===== config.mk =====
export PLATFORM = sky130hd
export DESIGN_NAME = quoted_field_tokenizer_top
export DESIGN_NICKNAME = d
export VERILOG_FILES = /design/src/rtl/qft_pkg.sv /design/src/rtl/quoted_field_tokenizer_top.sv /design/src/rtl/qft_front.sv /design/src/rtl/qft_queue.sv /design/src/rtl/qft_back.sv
export SDC_FILE = /design/constraint.sdc
export NUM_CORES = 1
export LEC_CHECK = 0
export ABC_CLOCK_PERIOD_IN_PS = 3260
export BUFFER_PORTS_ARGS = -buffer_cell sky130_fd_sc_hd__buf_2
export CAP_MARGIN = 5
export CORE_MARGIN = 2
export CORE_UTILIZATION = 25
export CTS_CLUSTER_DIAMETER = 80
export CTS_CLUSTER_SIZE = 20
export DETAILED_ROUTE_END_ITERATION = 8
export PLACE_DENSITY = 0.42
export SLEW_MARGIN = 20
export SYNTH_ARGS = -nofsm -noshare
export SYNTH_HDL_FRONTEND = slang
export SYNTH_SLANG_ARGS = --single-unit

===== constraint.sdc =====
create_clock -name aclk -period 3.26 [get_ports aclk]
set_clock_uncertainty 0.2 [all_clocks]
set_input_delay 0.652 -clock aclk [delete_from_list [all_inputs] [get_ports aclk]]
set_output_delay 0.652 -clock aclk [all_outputs]
set_load 0.05 [all_outputs]

===== src/rtl/qft_pkg.sv =====
// Shared types, codes and helpers for the quoted field tokenizer.
`default_nettype none

package qft_pkg;

    localparam int MAX_TOKEN_SLOTS_DEF = 64;

    // Sticky status codes.
    localparam logic [1:0] ST_OK     = 2'd0;
    localparam logic [1:0] ST_QDELIM = 2'd1;
    localparam logic [1:0] ST_UNTERM = 2'd2;
    localparam logic [1:0] ST_OVFL   = 2'd3;

    // One classified byte, front to back.
    typedef struct packed {
        logic [7:0] ch;
        logic       last;
        logic       is_quote;
        logic       is_delim;
        logic       is_space;
        logic       is_zero;
        logic       quote_clash;
    } qft_item_t;

    // A zero delimiter slot matches nothing.
    function automatic logic delim_hit(input logic [7:0] b, input logic [7:0] da,
                                       input logic [7:0] db, input logic [7:0] dc,
                                       input logic [7:0] dd);
        delim_hit = (b != 8'd0) && ((b == da) || (b == db) || (b == dc) || (b == dd));
    endfunction

endpackage

`default_nettype wire


===== src/rtl/quoted_field_tokenizer_top.sv =====
// Top level of the quoted field tokenizer: register file, front, queue and back.
//
//   Port group   Direction  Handshake         Carries
//   s_*          in         s_valid/s_ready   one line byte and its last flag
//   m_*          out        m_valid/m_ready   one result per byte
//   p*           in/out     APB, pready = 1   seven settings at byte address 4*i
//
// Sustains one byte per cycle while m_ready stays high; a byte is written into the
// queue when taken, and the back registers its result when it pops the byte.
// The back state machine updates once per byte it takes, which sets the rate.
// Reset is synchronous on aresetn low: settings return to their defaults and
// the queue, line state and result register are emptied.
// While a result waits on m_ready the two-entry queue soaks up bytes until it
// holds two; s_ready drops only when the queue is full.
`default_nettype none

module quoted_field_tokenizer_top #(
    parameter int MAX_TOKEN_SLOTS = qft_pkg::MAX_TOKEN_SLOTS_DEF
) (
    input  wire logic        aclk,
    input  wire logic        aresetn,
    // byte input
    input  wire logic        s_valid,
    output logic             s_ready,
    input  wire logic [7:0]  s_in_char,
    input  wire logic        s_in_last,
    // result output
    output logic             m_valid,
    input  wire logic        m_ready,
    output logic [7:0]       m_out_char,
    output logic             m_is_token_byte,
    output logic             m_token_restart,
    output logic             m_token_end,
    output logic [5:0]       m_token_index,
    output logic [6:0]       m_token_total,
    output logic             m_done_res,
    output logic [1:0]       m_status,
    // configuration
    input  wire logic        psel,
    input  wire logic        penable,
    input  wire logic        pwrite,
    input  wire logic [4:0]  paddr,
    input  wire logic [31:0] pwdata,
    output logic [31:0]      prdata,
    output logic             pready
);

    // register numbers (byte address / 4)
    localparam logic [2:0] REG_DELIM_A = 3'd0;
    localparam logic [2:0] REG_DELIM_B = 3'd1;
    localparam logic [2:0] REG_DELIM_C = 3'd2;
    localparam logic [2:0] REG_DELIM_D = 3'd3;
    localparam logic [2:0] REG_QUOTE   = 3'd4;
    localparam logic [2:0] REG_KEEP    = 3'd5;
    localparam logic [2:0] REG_MAXTOK  = 3'd6;

    logic [7:0] delim_a_reg, delim_b_reg, delim_c_reg, delim_d_reg, quote_reg;
    logic       keep_reg;
    logic [6:0] maxtok_reg;

    logic       cfg_wr;
    logic [2:0] cfg_idx;

    assign pready  = 1'b1;
    assign cfg_wr  = psel && penable && pwrite;
    assign cfg_idx = paddr[4:2];

    always_ff @(posedge aclk) begin
        if (!aresetn) begin
            delim_a_reg <= 8'd32;
            delim_b_reg <= 8'd0;
            delim_c_reg <= 8'd0;
            delim_d_reg <= 8'd0;
            quote_reg   <= 8'd0;
            keep_reg    <= 1'b0;
            maxtok_reg  <= 7'd64;
        end else if (cfg_wr) begin
            case (cfg_idx)
                REG_DELIM_A: delim_a_reg <= pwdata[7:0];
                REG_DELIM_B: delim_b_reg <= pwdata[7:0];
                REG_DELIM_C: delim_c_reg <= pwdata[7:0];
                REG_DELIM_D: delim_d_reg <= pwdata[7:0];
                REG_QUOTE:   quote_reg   <= pwdata[7:0];
                REG_KEEP:    keep_reg    <= pwdata[0];
                REG_MAXTOK:  maxtok_reg  <= pwdata[6:0];
                default: begin
                end
            endcase
        end
    end

    always_comb begin
        case (cfg_idx)
            REG_DELIM_A: prdata = {24'd0, delim_a_reg};
            REG_DELIM_B: prdata = {24'd0, delim_b_reg};
            REG_DELIM_C: prdata = {24'd0, delim_c_reg};
            REG_DELIM_D: prdata = {24'd0, delim_d_reg};
            REG_QUOTE:   prdata = {24'd0, quote_reg};
            REG_KEEP:    prdata = {31'd0, keep_reg};
            REG_MAXTOK:  prdata = {25'd0, maxtok_reg};
            default:     prdata = 32'd0;
        endcase
    end

    qft_pkg::qft_item_t front_item;
    qft_pkg::qft_item_t head_item;
    logic               q_can_push, q_can_pop, q_pop;

    qft_front u_front (
        .in_char    (s_in_char),
        .in_last    (s_in_last),
        .delim_a    (delim_a_reg),
        .delim_b    (delim_b_reg),
        .delim_c    (delim_c_reg),
        .delim_d    (delim_d_reg),
        .quote_char (quote_reg),
        .item       (front_item)
    );

    assign s_ready = q_can_push;

    qft_queue u_queue (
        .aclk      (aclk),
        .aresetn   (aresetn),
        .push      (s_valid && q_can_push),
        .push_item (front_item),
        .can_push  (q_can_push),
        .pop       (q_pop),
        .can_pop   (q_can_pop),
        .head      (head_item)
    );

    qft_back #(
        .MAX_TOKEN_SLOTS (MAX_TOKEN_SLOTS)
    ) u_back (
        .aclk            (aclk),
        .aresetn         (aresetn),
        .keep_spaces     (keep_reg),
        .max_tokens      (maxtok_reg),
        .item_valid      (q_can_pop),
        .item            (head_item),
        .item_take       (q_pop),
        .m_valid         (m_valid),
        .m_ready         (m_ready),
        .m_out_char      (m_out_char),
        .m_is_token_byte (m_is_token_byte),
        .m_token_restart (m_token_restart),
        .m_token_end     (m_token_end),
        .m_token_index   (m_token_index),
        .m_token_total   (m_token_total),
        .m_done_res      (m_done_res),
        .m_status        (m_status)
    );

endmodule

`default_nettype wire


===== src/rtl/qft_front.sv =====
// Front end: classifies each incoming byte against the delimiter and quote settings.
`default_nettype none

module qft_front (
    input  wire logic [7:0]        in_char,
    input  wire logic              in_last,
    input  wire logic [7:0]        delim_a,
    input  wire logic [7:0]        delim_b,
    input  wire logic [7:0]        delim_c,
    input  wire logic [7:0]        delim_d,
    input  wire logic [7:0]        quote_char,
    output qft_pkg::qft_item_t     item
);

    always_comb begin
        item.ch          = in_char;
        item.last        = in_last;
        item.is_quote    = (quote_char != 8'd0) && (in_char == quote_char);
        item.is_delim    = qft_pkg::delim_hit(in_char, delim_a, delim_b, delim_c, delim_d);
        item.is_space    = (in_char == 8'd32);
        item.is_zero     = (in_char == 8'd0);
        // quote byte also listed as a delimiter: line is rejected on its first byte
        item.quote_clash = (quote_char != 8'd0) &&
                           qft_pkg::delim_hit(quote_char, delim_a, delim_b, delim_c, delim_d);
    end

endmodule

`default_nettype wire


===== src/rtl/qft_queue.sv =====
// Two-entry queue of classified bytes between front and back.
`default_nettype none

module qft_queue (
    input  wire logic               aclk,
    input  wire logic               aresetn,
    input  wire logic               push,
    input  wire qft_pkg::qft_item_t push_item,
    output logic                    can_push,
    input  wire logic               pop,
    output logic                    can_pop,
    output qft_pkg::qft_item_t      head
);

    qft_pkg::qft_item_t mem_reg [2];
    logic       wr_ptr_reg, wr_ptr_next;
    logic       rd_ptr_reg, rd_ptr_next;
    logic [1:0] count_reg,  count_next;

    assign can_push = (count_reg != 2'd2);
    assign can_pop  = (count_reg != 2'd0);
    assign head     = mem_reg[rd_ptr_reg];

    always_comb begin
        wr_ptr_next = wr_ptr_reg ^ push;
        rd_ptr_next = rd_ptr_reg ^ pop;
        count_next  = count_reg + {1'b0, push} - {1'b0, pop};
    end

    always_ff @(posedge aclk) begin
        if (push) begin
            mem_reg[wr_ptr_reg] <= push_item;
        end
    end

    always_ff @(posedge aclk) begin
        if (!aresetn) begin
            wr_ptr_reg <= 1'b0;
            rd_ptr_reg <= 1'b0;
            count_reg  <= 2'd0;
        end else begin
            wr_ptr_reg <= wr_ptr_next;
            rd_ptr_reg <= rd_ptr_next;
            count_reg  <= count_next;
        end
    end

endmodule

`default_nettype wire


===== src/rtl/qft_back.sv =====
// Back end: token state machine and the result register.
`default_nettype none

module qft_back #(
    parameter int MAX_TOKEN_SLOTS = qft_pkg::MAX_TOKEN_SLOTS_DEF
) (
    input  wire logic               aclk,
    input  wire logic               aresetn,
    input  wire logic               keep_spaces,
    input  wire logic [6:0]         max_tokens,
    input  wire logic               item_valid,
    input  wire qft_pkg::qft_item_t item,
    output logic                    item_take,
    output logic                    m_valid,
    input  wire logic               m_ready,
    output logic [7:0]              m_out_char,
    output logic                    m_is_token_byte,
    output logic                    m_token_restart,
    output logic                    m_token_end,
    output logic [5:0]              m_token_index,
    output logic [6:0]              m_token_total,
    output logic                    m_done_res,
    output logic [1:0]              m_status
);

    localparam int SlotCap = (MAX_TOKEN_SLOTS > 127) ? 127 : MAX_TOKEN_SLOTS;

    localparam logic [2:0] PH_SKIP  = 3'd0;
    localparam logic [2:0] PH_SPACE = 3'd1;
    localparam logic [2:0] PH_FIELD = 3'd2;
    localparam logic [2:0] PH_FENCE = 3'd3;
    localparam logic [2:0] PH_AFTER = 3'd4;
    localparam logic [2:0] PH_TAIL  = 3'd5;

    logic [2:0] phase_reg,  phase_next;
    logic [6:0] tokens_reg, tokens_next;
    logic [1:0] err_reg,    err_next;
    logic       stop_reg,   stop_next;
    logic       fresh_reg,  fresh_next;

    logic       out_valid_reg;
    logic [7:0] out_char_reg;
    logic       out_tok_reg, out_rst_reg, out_end_reg, out_done_reg;
    logic [5:0] out_idx_reg;
    logic [6:0] out_total_reg;
    logic [1:0] out_status_reg;

    logic [6:0] limit;
    logic       tok, rst, tend, ending, lim, handled;
    logic [2:0] ph;
    logic [6:0] td;
    logic [1:0] err;
    logic       stop;

    // 0 acts as 1, values above the slot count saturate
    always_comb begin
        if (max_tokens == 7'd0) begin
            limit = 7'd1;
        end else if (32'(max_tokens) > SlotCap) begin
            limit = 7'(SlotCap);
        end else begin
            limit = max_tokens;
        end
    end

    assign item_take = item_valid && (!out_valid_reg || m_ready);

    always_comb begin
        tok     = 1'b0;
        rst     = 1'b0;
        tend    = 1'b0;
        ph      = phase_reg;
        td      = tokens_reg;
        err     = err_reg;
        stop    = stop_reg;
        ending  = item.last;
        lim     = 1'b0;
        handled = 1'b0;

        if (fresh_reg && item.quote_clash) begin
            err  = qft_pkg::ST_QDELIM;
            stop = 1'b1;
        end

        if (!stop) begin
            if (item.is_zero) begin
                ending = 1'b1;
                stop   = 1'b1;
            end else begin
                lim = (td >= limit);
                // one delimiter after a closing quote is swallowed
                if (ph == PH_AFTER) begin
                    ph      = lim ? PH_TAIL : PH_SKIP;
                    handled = item.is_delim;
                end
                if (!handled) begin
                    case (ph)
                        PH_SPACE: begin
                            if (item.is_quote) begin
                                rst = 1'b1;
                                ph  = PH_FENCE;
                            end else if (item.is_space) begin
                                ph  = PH_SPACE;
                            end else if (item.is_delim) begin
                                stop = 1'b1;   // empty field
                            end else begin
                                tok = 1'b1;
                                ph  = PH_FIELD;
                            end
                        end
                        PH_FIELD: begin
                            if (item.is_quote) begin
                                rst = 1'b1;
                                ph  = PH_FENCE;
                            end else if (item.is_delim) begin
                                tend = 1'b1;
                                td   = td + 7'd1;
                                ph   = (td >= limit) ? PH_TAIL : PH_SKIP;
                            end else begin
                                tok = 1'b1;
                            end
                        end
                        PH_FENCE: begin
                            if (item.is_quote) begin
                                tend = 1'b1;
                                td   = td + 7'd1;
                                ph   = PH_AFTER;
                            end else begin
                                tok = 1'b1;
                            end
                        end
                        PH_TAIL: begin
                            if (!item.is_delim) begin
                                err  = qft_pkg::ST_OVFL;
                                stop = 1'b1;
                            end
                        end
                        default: begin
                            if (item.is_quote) begin
                                rst = 1'b1;
                                ph  = PH_FENCE;
                            end else if (!keep_spaces && item.is_space) begin
                                ph  = PH_SPACE;
                            end else if (item.is_delim) begin
                                ph  = PH_SKIP;
                            end else begin
                                tok = 1'b1;
                                ph  = PH_FIELD;
                            end
                        end
                    endcase
                end
            end
            if (ending && !(stop && !item.is_zero)) begin
                if (ph == PH_FIELD) begin
                    tend = 1'b1;
                    td   = td + 7'd1;
                end else if (ph == PH_FENCE) begin
                    err = qft_pkg::ST_UNTERM;
                end
                stop = 1'b1;
            end
        end

        if (item.last) begin
            phase_next  = PH_SKIP;
            tokens_next = 7'd0;
            err_next    = qft_pkg::ST_OK;
            stop_next   = 1'b0;
            fresh_next  = 1'b1;
        end else begin
            phase_next  = ph;
            tokens_next = td;
            err_next    = err;
            stop_next   = stop;
            fresh_next  = 1'b0;
        end
    end

    always_ff @(posedge aclk) begin
        if (!aresetn) begin
            phase_reg     <= PH_SKIP;
            tokens_reg    <= 7'd0;
            err_reg       <= qft_pkg::ST_OK;
            stop_reg      <= 1'b0;
            fresh_reg     <= 1'b1;
            out_valid_reg <= 1'b0;
        end else begin
            if (item_take) begin
                phase_reg  <= phase_next;
                tokens_reg <= tokens_next;
                err_reg    <= err_next;
                stop_reg   <= stop_next;
                fresh_reg  <= fresh_next;
            end
            if (item_take) begin
                out_valid_reg <= 1'b1;
            end else if (m_ready) begin
                out_valid_reg <= 1'b0;
            end
        end
    end

    always_ff @(posedge aclk) begin
        if (item_take) begin
            out_char_reg   <= item.ch;
            out_tok_reg    <= tok;
            out_rst_reg    <= rst;
            out_end_reg    <= tend;
            out_idx_reg    <= tokens_reg[5:0];
            out_total_reg  <= td;
            out_done_reg   <= item.last;
            out_status_reg <= err;
        end
    end

    assign m_valid         = out_valid_reg;
    assign m_out_char      = out_char_reg;
    assign m_is_token_byte = out_tok_reg;
    assign m_token_restart = out_rst_reg;
    assign m_token_end     = out_end_reg;
    assign m_token_index   = out_idx_reg;
    assign m_token_total   = out_total_reg;
    assign m_done_res      = out_done_reg;
    assign m_status        = out_status_reg;

    a_no_restart_and_end: assert property (@(posedge aclk) disable iff (!aresetn)
        out_valid_reg |-> !(out_rst_reg && out_end_reg))
        else $error("restart and token end on one result");

    // an open quote at line end still carries its byte flags
    a_token_flags_need_ok: assert property (@(posedge aclk) disable iff (!aresetn)
        (out_valid_reg && (out_tok_reg || out_rst_reg || out_end_reg))
            |-> ((out_status_reg != qft_pkg::ST_QDELIM) &&
                 (out_status_reg != qft_pkg::ST_OVFL)))
        else $error("token activity after a stopping error");

    a_line_end_rearms: assert property (@(posedge aclk) disable iff (!aresetn)
        (item_take && item.last) |=> (fresh_reg && !stop_reg && tokens_reg == 7'd0))
        else $error("line state not cleared after last byte");

    a_error_stops: assert property (@(posedge aclk) disable iff (!aresetn)
        (err_reg != qft_pkg::ST_OK) |-> stop_reg)
        else $error("error recorded while still parsing");

endmodule

`default_nettype wire

==> flow_summary.toml, run 1 <==
[detailed_routing]
routedWlPerCell_um = 16.5
drt_iter0_markers = 285
drtAntennaViolNets = 0
drc = 0
via_per_inst = 4.45
totalWireLength_um = 20400
num_vias = 5504
dr.pass1.iters = 4

[synthesis]
synth_area_um2 = 7310
async_flop_share_pct = 0
synthDistinctLibCells = 72
synth_warnings = 0
synth.avg_cell_area_um2 = 9.98
ys_seq_area_share_pct = 41.2
synth_edf_count = 55
ys_ff_latch = 123
synthFlopType = "dfxtp_1"
syn_inst = 733

[floorplan]
die_h_um = 175
die_area_um2 = 30600
initial_core_util_pct = 25.4
coreArea_um2 = 28800
dieWidth_um = 175
row_count = 62
ios = 115

[setup_path]
cp_common_cell = "o221ai_2"
max_stage_delay_ps = 370
critPathTopFamily = "compound AO/OA/AOI/OAI gates"
r2r_end = "u_back.m_token_total[3]"
worst-path-max-fanout = 5
r2r_slack_ps = 80
critPathSlowestCell = "dfxtp_4"
end_kind = "register"
worst-path-buf-inv = 1
worst-setup-path-type = "reg2reg"
r2r_cells = 15
r2r_start = "u_back.tokens_reg[1]"
cp_data_required_time_ps = 3240
cp-start-kind = "register"
crit_arrival_ps = 3150
crit_chain = "buf_6, nand3_4, nor2_2, nand2_1, xnor2_1, ha_2, and4_1, o221ai_2, nand4_1, a221oi_2, o221ai_2, a21oi_4, and2b_2, xnor2_2, o21ai_1"

[timing]
rsz0062_at_grt = "yes"
post-route-period-util_pct = 97.4
slew_violations = 0
hold_viol = 0
finalSetupTns_ps = 0
finalCriticalPeriod_ps = 3180
setup_viol = 0
final.setup.worst_slack_ps = 85.0
worst_slew_pin_slew_ps = 696
max_freq_ghz = 0.315
slew_headroom_pct = 53.6

[clocking]
cts_buffer_depth = 2
cts.clk_slew.worst_paths_ps = 60
cts_sinks = 123
htreeDepth = 4
cts_hold_buffers = 0
clk_latency_ps = 430
cts_tree = "built"
root_buffer = "clkbuf_16"
cts_buffers = 17

[grt]
grt_pass1_vias = 5500
antenna_found_initial = 0
overflow = 0
grt_max_degree = 62
grt_use_total_pct = 13.7
grt_pass1_wl_um = 32100

[cells_and_area]
finalCoreUtilization_pct = 31.7
fin_nets = 913
seqCellArea_um2 = 3020
stdcell_count = 1236
multi_input_area_um2 = 4110
fill_cells = 2995
syn2layout_area_growth_pct = 24.6
drive_gt1_share_pct = 27.0
antennaDiodeCount = 0
largest_register_ffs = 28

[min_path]
hold_start = "s_in_last"
hold_path_depth = 1
hold_end = "u_queue.mem_reg[1][5]"
holdCritPathClass = "in2reg"

[pwr]
power_mw = 5.70
p_leak_nw = 3.61
ir_drop_mv = 0.262
power.density_nw_per_um2 = 625

[placement]
port_buffers = 63
hpwlAfterDp_um = 14700
gp_congestion = 0.835
dp.cells = 1190
pre_cts_ws_ps = -126

[status]
status = "completed"

[run]
maxCapViolCount = 0
## metal layers
layer  global-route usage (%)  wire length (µm)  vias up
li1                         -                 -     2757
met1                     19.0              9770     2620
met2                     21.4              9410      115
met3                     2.89              1090       12
met4                     3.92               163        0
met5                        0                 0        -
## placed cells by master, fill, tap and decap left out, types with 8 or more instances in the layout
master	n
and2_1	8
a21oi_1	19
a21oi_2	8
inv_1	16
nand4_1	15
buf_4	69
nand2_1	47
dfxtp_1	63
conb_1	25
xor2_1	35
nor4_1	10
mux2_2	12
clkbuf_16	17
xnor2_1	53
nand3_1	10
o21ai_0	13
edfxtp_1	55
buf_2	63
ha_1	18
nor2_1	42
mux2i_1	65
nor2b_1	50
## metrics by stage
| step | instance area (µm²) | hold slack [ps] |
|---|---|---|
| 3_3_place_gp | 8300 | 251 |
| 3_5_place_dp | 8300 | 257 |
| 4_1_cts | 8950 | 214 |
| 6_report | 9110 | 233 |
| 2_1_floorplan | 7430 | 229 |
| 5_1_grt | 9110 | 211 |
## layout make-up
| type | count | share of cell area (%) |
|---|---|---|
| clock buffers | 18 | 4.71 |
| flip-flops and latches | 123 | 33.2 |
| clock inverters | 14 | 1.51 |
| multi-input cells | 546 | 45.1 |
| well taps | 384 | 5.27 |
| repair buffers | 135 | 9.61 |
| inverters | 16 | 0.659 |
## cell families (layout without fill, tap and decap cells)
logic type      count (synthesis)  in the layout  synth area share (%)
simple gates                  227            227                  16.6
flops                         123            123                  41.2
compound gates                102            102                  10.1
xor+xnor                       90             90                  10.8
buf+inv                        87            183                  5.92
mux                            81             81                  11.8
fa+ha+maj                      21             21                  3.59
other cells                     2             25                 0.103
## cells in the mapped netlist (all sizes together), types with 2 or more instances
cell    instances  area, µm²
dfxtp          68       1360
mux2i          66        673
edfxtp         55       1650
xnor2          54        473
nor2b          51        319
nand2          47        176
nor2           44        165
clkbuf         38        143
xor2           36        315
buf            33        230
a21oi          28        159
o21ai          22        110
ha             21        263
inv            16       60.1
nand4          15       93.8
mux2           14        165
nand3          12       60.1
nor4           10       62.6
a211oi          9       77.6
and2            8       50.1
nor3            8       55.1
nand2b          7       43.8
o211ai          5       42.5
a21boi          4       30.0
and3            4       25.0
or2             4       25.0
a211o           3       26.3
a31oi           3       18.8
a41oi           3       26.3
nand3b          3       22.5
o221ai          3       32.5
o31ai           3       27.5
or3             3       18.8
or4             3       22.5
a32oi           2       25.0
and4b           2       20.0
conb            2       7.51
nand4b          2       17.5
o21a            2       15.0
o21bai          2       15.0
o311ai          2       17.5
## power by group
part / total, mW / switching, mW / internal [mW]
combinational: 1.83 / 1.28 / 0.558
clock: 1.87 / 0.802 / 1.07
sequential: 1.99 / 0.0970 / 1.90
total: 5.70 / 2.17 / 3.52
## repair_timing
action,in CTS,in global routing
resized for setup,11,25
pin swaps,9,26
setup buffers,5,9
endpoints found under the setup margin,13,23
## worst max-delay path by stage
stage,start,to,slack [ps],depth (start not counted)
6_report,u_back.tokens_reg[1],u_back.m_token_total[3],80,15
4_1_cts,u_back.tokens_reg[1],u_back.m_token_total[3],8,15
3_5_place_dp,u_back.tokens_reg[1],u_back.m_token_total[3],-130,14
3_3_place_gp,u_back.tokens_reg[1],u_back.m_token_total[3],-130,14
2_1_floorplan,u_back.tokens_reg[2],u_back.m_token_total[3],30,15
5_1_grt,u_back.tokens_reg[1],u_back.m_token_total[3],-170,15
Power figures use the tool's default switching activity.
==> run 2, diff against run 1 <==
ABC_AREA = 1   (was unset)
==> flow_summary.toml, run 2 <==
[clocking]
cts_buffers = 17
cts.clk_slew.worst_paths_ps = 60
cts_sinks = 123
root_buffer = "clkbuf_16"
clk_latency_ps = 430
cts_tree = "built"
htreeDepth = 4
cts_buffer_depth = 2

[floorplan]
coreArea_um2 = 28500
initial_core_util_pct = 25.2
row_count = 62
die_area_um2 = 30100
die_h_um = 174
ios = 115
dieWidth_um = 174

[synthesis]
synth_top_family_by_area = "simple AND/OR/NAND/NOR gates"
synth_top_area_share_pct = 23.0
async_flop_share_pct = 0
synth-adder-area-share_pct = 3.66
synth_warnings = 0
synthTopCellsByArea = "edfxtp_1 (23%), dfxtp_1 (19%), nand2_1 (10%)"
synthFlopType = "dfxtp_1"
syn_inst = 914
yosys.area.top_type = "edfxtp_1"
ys_ff_latch = 123
synthDistinctLibCells = 46
synth_area_um2 = 7190
synthTopCellsByCount = "nand2_1 (201), inv_1 (105), nor2_1 (71), dfxtp_1 (68), a21oi_1 (61)"
synth_compound_area_share_pct = 14.7
synth_mux_area_share_pct = 0
yosysMostFrequentCell = "nand2_1"
synth_xor_xnor_area_share_pct = 6.22
synth_edf_count = 55
ys_seq_area_share_pct = 41.9
yosys.area_share.simple_pct = 22.7
synth.avg_cell_area_um2 = 7.86

[min_path]
holdCritPathClass = "in2reg"

[timing]
setup_viol = 0
finalSetupTns_ps = 0
post-route-period-util_pct = 95.6
slew_headroom_pct = 53.2
worst_slew_pin_slew_ps = 695
rsz0062_at_grt = "yes"
hold_viol = 0
hold_ws_ps = 231
finalCriticalPeriod_ps = 3120
slew_violations = 0
max_freq_ghz = 0.321

[detailed_routing]
drt_iter0_markers = 385
totalWireLength_um = 22600
drtAntennaViolNets = 0
routedWlPerCell_um = 15.9
via_per_inst = 4.50
drc = 0
num_vias = 6396
dr.pass1.iters = 5

[placement]
hpwlAfterDp_um = 16500
port_buffers = 63
gp_congestion = 0.915

[grt]
grt_use_total_pct = 15.0
grt_pass1_wl_um = 34900
grt_max_degree = 52
overflow = 0
grt_pass1_vias = 6067
antenna_found_initial = 0

[setup_path]
worst-setup-path-type = "reg2reg"
cp_common_cell = "buf_4"
cp_data_required_time_ps = 3340
crit_chain = "buf_6, nand3_4, nor3_2, xor2_1, ha_1, nand2_2, inv_2, a21oi_2, nand3_1, nor2_1, nor2_1, nand2_1, nand3_2, buf_4, buf_4, buf_4, buf_4, buf_4, buf_4, nand3_1, a21oi_1"
critPathTopFamily = "buffers and inverters"
worst-path-buf-inv = 8
cp-start-kind = "register"
critPathSlowestCell = "dfxtp_4"
worst-path-max-fanout = 2
end_kind = "register"
crit_arrival_ps = 3190
max_stage_delay_ps = 360

[cells_and_area]
fin_nets = 1097
finalCoreUtilization_pct = 31.7
drive_gt1_share_pct = 23.6
antennaDiodeCount = 0
syn2layout_area_growth_pct = 25.7
final_cell_mix = "nand2_1 (189), inv_1 (103), nor2_1 (70), dfxtp_1 (63), buf_2 (63)"
final_common_cell = "nand2_1"
largest_register_ffs = 28

[pwr]
p_leak_nw = 3.78
ir_drop_mv = 0.277
power.density_nw_per_um2 = 744

[run]
maxCapViolCount = 0

[status]
status = "completed"
[run 2: cell count changes after synthesis, sizes merged, moves of 17 or more]
| cell | change |
|---|---|
| nand2 | +164 |
| inv | +102 |
| mux2i | -66 |
| nor2b | -51 |
| o21ai | +50 |
| a21oi | +36 |
| nor2 | +36 |
| xor2 | -22 |
| nand3 | +20 |
| xnor2 | -17 |
[run 2: worst register-to-register path, delay by kind of cell, from the launching register on]
family          cells  cell delay (ps)
fa+ha+maj           1              280
compound gates      2              160
simple gates        9              870
xor+xnor            1              220
buf+inv             8              890
flops               1              360
[run 2: cells by family after synthesis]
kind of cell	count (synthesis)
AOI/OAI and AO/OA	173
xor gates and xnor gates	51
adders and majority gates	21
buffers and inverters	174
DFF	123
other	2
and+or+nand+nor	370
[run 2: final timing paths]
check             slack (ps)  cells after the start            startpoint               endpoint
setup reg to reg         140                     21  u_back.tokens_reg[1]    u_back.phase_reg[2]
hold / removal           230                      1             s_in_last  u_queue.mem_reg[0][5]
hold reg to reg          270                      2     u_back.err_reg[1]      u_back.err_reg[1]
setup / recovery         140                     21  u_back.tokens_reg[1]    u_back.phase_reg[2]
[run 2: layout make-up]
cell class / instances / area, µm²
clock buffer: 17 / 425
clock inverter: 15 / 143
fill: 3031 / 19400
inverter: 120 / 460
multi-input combinational: 641 / 3740
sequential: 123 / 3020
tap: 384 / 480
timing repair buffer: 120 / 754
[run 2: metal layers]
layer / global-route usage [%] / routed length (µm) / up-vias
met4: 6.32 / 606 / 0
li1: - / - / 3216
met5: 0 / 0 / -
met2: 24.3 / 10500 / 142
met3: 2.08 / 853 / 35
met1: 20.2 / 10700 / 3003
[run 2: metrics by stage]
stage | power (mW) | instance area (µm²) | worst slack (ps) | instances
floorplan | 3.98 | 7280 | 171 | 937
global placement | 4.63 | 8050 | -22.9 | 1367
detailed placement | 4.63 | 8050 | -118 | 1367
CTS | 6.60 | 8760 | -8.15 | 1411
global route | 7.09 | 9030 | -79.6 | 1420
finish | 6.72 | 9030 | 144 | 1420
[run 2: report_power, final]
part	switching (mW)	leakage, nW	internal, mW	total [mW]
Clock	0.853	0.274	1.02	1.87
Combinational	1.96	2.42	0.764	2.73
Sequential	0.123	1.08	2.00	2.12
Total	2.94	3.78	3.78	6.72
[run 2: what timing repair did]
action / 4_1_cts / 5_1_grt
buffers inserted: 12 / 8
endpoints found under the setup margin: 14 / 20
gates resized for setup: 13 / 48
pin swaps: 11 / 31
hold buffers: 0 / 0
cloned: 0 / 1
==> run 3, diff against run 2 <==
ABC_CLOCK_PERIOD_IN_PS = 3900   (was 3260)
BUFFER_PORTS_ARGS = unset   (was -buffer_cell sky130_fd_sc_hd__buf_2)
DONT_BUFFER_PORTS = 1   (was unset)
PLACE_DENSITY = 0.37   (was 0.42)
SYNTH_HIERARCHICAL = 1   (was unset)
clock period = 3.9 ns   (was 3.26 ns; I/O delays follow)
==> flow_summary.toml, run 3 <==
[status]
status = "completed"

[cells_and_area]
final_common_cell = "nand2_1"
finalCoreUtilization_pct = 27.9
largest_register_ffs = 28
syn2layout_area_growth_pct = 10.6
antennaDiodeCount = 0
drive_gt1_share_pct = 11.8
final_cell_mix = "nand2_1 (370), nor2_1 (159), nand3_1 (88), inv_1 (83), dfxtp_1 (68)"
fin_nets = 1198

[timing]
worst_slew_pin_slew_ps = 733
max_freq_ghz = 0.275
post-route-period-util_pct = 93.3
hold_viol = 0
setup_viol = 0
finalSetupTns_ps = 0
rsz0062_at_grt = "no"
slew_headroom_pct = 51.1
finalCriticalPeriod_ps = 3640
slew_violations = 0

[min_path]
hold_start = "s_in_last"
hold_end = "u_queue/mem_reg[0][5]"
holdCritPathClass = "in2reg"
hold_path_depth = 0

[grt]
grt_pass1_wl_um = 38500
overflow = 0
grt_max_degree = 54
antenna_found_initial = 0
grt_use_total_pct = 15.1
grt_pass1_vias = 6508

[floorplan]
row_count = 66
die_area_um2 = 34100
ios = 115
die_h_um = 185
coreArea_um2 = 32400
initial_core_util_pct = 25.2
dieWidth_um = 185

[setup_path]
max_stage_delay_ps = 350
crit_chain = "ha_1, nand4_1, nor2_1, xor2_2, ha_1, nand2_1, inv_1, nand2_1, nand2_1, a21oi_2, nand3_1, nand2_1, nand3_1, nand2_1, nand2_1, a21oi_4, nand2_4, nor2_8, buf_4, o21ai_2, o21ai_2, nand2_1, a21oi_2"
cp_data_required_time_ps = 4060
cp-start-kind = "register"
worst-setup-path-type = "reg2reg"
r2r_cells = 23
critPathSlowestCell = "dfxtp_1"
crit_arrival_ps = 3790
r2r_start = "u_back/tokens_reg[1]"
cp_common_cell = "nand2_1"
end_kind = "register"
r2r_end = "u_back/tokens_reg[1]"
worst-path-max-fanout = 10
r2r_slack_ps = 260

[synthesis]
synthTopCellsByCount = "nand2_1 (371), nor2_1 (159), nand3_1 (88), inv_1 (83), dfxtp_1 (68)"
synth.avg_cell_area_um2 = 7.14
synth_area_um2 = 8170
ys_seq_area_share_pct = 36.9
synth_edf_count = 55
ys_ff_latch = 123
synthFlopType = "dfxtp_1"
synth_warnings = 6
yosys.area.top_type = "edfxtp_1"
syn_inst = 1145
async_flop_share_pct = 0
yosysMostFrequentCell = "nand2_1"
synthTopCellsByArea = "edfxtp_1 (20%), nand2_1 (17%), dfxtp_1 (17%)"
synth_top_area_share_pct = 20.2
synthDistinctLibCells = 49

[pwr]
p_leak_nw = 3.89
p_sw_mw = 2.20
power_frac_seq_pct = 43.3
ir_drop_mv = 0.302
cell_internal_pwr_mw = 3.05
switching_share_pct = 41.8
pwr-share-comb_pct = 25.8
power.density_nw_per_um2 = 581
clkPwrFrac_pct = 30.9

[detailed_routing]
via_per_inst = 4.30
routedWlPerCell_um = 15.7
dr.pass1.iters = 5
drt_iter0_markers = 399
totalWireLength_um = 24800
drtAntennaViolNets = 0
drc = 0
num_vias = 6783

[placement]
hpwlAfterDp_um = 17900
gp_congestion = 0.788
port_buffers = 0

[clocking]
cts_tree = "built"
cts_buffers = 17
cts.clk_slew.worst_paths_ps = 60
clk_latency_ps = 440
cts_sinks = 123
htreeDepth = 4
cts_buffer_depth = 2
root_buffer = "clkbuf_16"

[run]
maxCapViolCount = 0
-- run 3: cell type report --
class / count / area [µm²]
Clock buffer: 18 / 429
Clock inverter: 14 / 161
Fill cell: 3656 / 23300
Inverter: 106 / 398
Multi-Input combinational cell: 861 / 4370
Sequential cell: 123 / 3010
Tap cell: 442 / 553
Timing Repair Buffer: 15 / 113
-- run 3: what timing repair did --
| action | 4_1_cts | 5_1_grt |
|---|---|---|
| hold buffers | 0 | 0 |
| buffers inserted | 0 | 2 |
| endpoints found under the setup margin | 0 | 18 |
| resized for setup | 0 | 9 |
-- run 3: worst max-delay path by stage --
| stage | startpoint | end | cells after the start |
|---|---|---|---|
| after CTS | maxtok_reg[4] | u_back/m_token_total[2] | 21 |
| after global routing | maxtok_reg[4] | u_back/tokens_reg[2] | 26 |
| after detailed placement | maxtok_reg[4] | u_back/err_reg[1] | 21 |
| final | u_back/tokens_reg[1] | u_back/tokens_reg[1] | 23 |
| after global placement | maxtok_reg[4] | u_back/m_token_total[4] | 24 |
| after floorplan | u_back/tokens_reg[1] | u_back/m_token_total[2] | 21 |
-- run 3: cells by family after synthesis --
family | synth area share (%)
other | 0.0919
adder cells (fa/ha/maj) | 3.22
flip-flops | 36.9
buffers and inverters | 11.1
AND/OR/NAND/NOR | 36.3
XOR/XNOR | 5.79
multiplexers | 1.93
AO/OA/AOI/OAI | 4.67
-- run 3: power groups by stage --
stage | Sequential [mW] | Combinational [mW] | Clock, mW
4_1_cts | 2.28 | 1.36 | 1.66
6_report | 2.28 | 1.35 | 1.62
5_1_grt | 2.31 | 1.54 | 1.71
2_1_floorplan | 2.27 | 1.08 | 0
3_3_place_gp | 2.31 | 1.36 | 0
3_5_place_dp | 2.31 | 1.36 | 0
-- run 3: layer usage --
metal,track usage [%],vias to the layer above,routed length [µm]
li1,-,3538,-
met1,21.0,3129,12700
met2,23.6,99,11000
met3,2.85,17,815
met4,4.51,0,299
met5,0,-,0
-- run 3: critical path: cells and delay by family (launching register included) --
family,cells,cell delay [ps]
fa+ha+maj,2,530
simple gates,13,1380
compound gates,5,660
buf+inv,2,180
flops,1,350
xor+xnor,1,280
-- run 3: metrics by stage --
step / hold slack [ps] / instances / power [mW] / area (µm²) / worst slack (ps)
2_1_floorplan: 245 / 1168 / 3.35 / 8260 / 805
3_3_place_gp: 256 / 1545 / 3.67 / 8400 / 236
3_5_place_dp: 263 / 1545 / 3.67 / 8400 / 188
4_1_cts: 209 / 1577 / 5.31 / 8990 / 188
5_1_grt: 210 / 1579 / 5.57 / 9040 / 1.17
6_report: 233 / 1579 / 5.25 / 9040 / 262
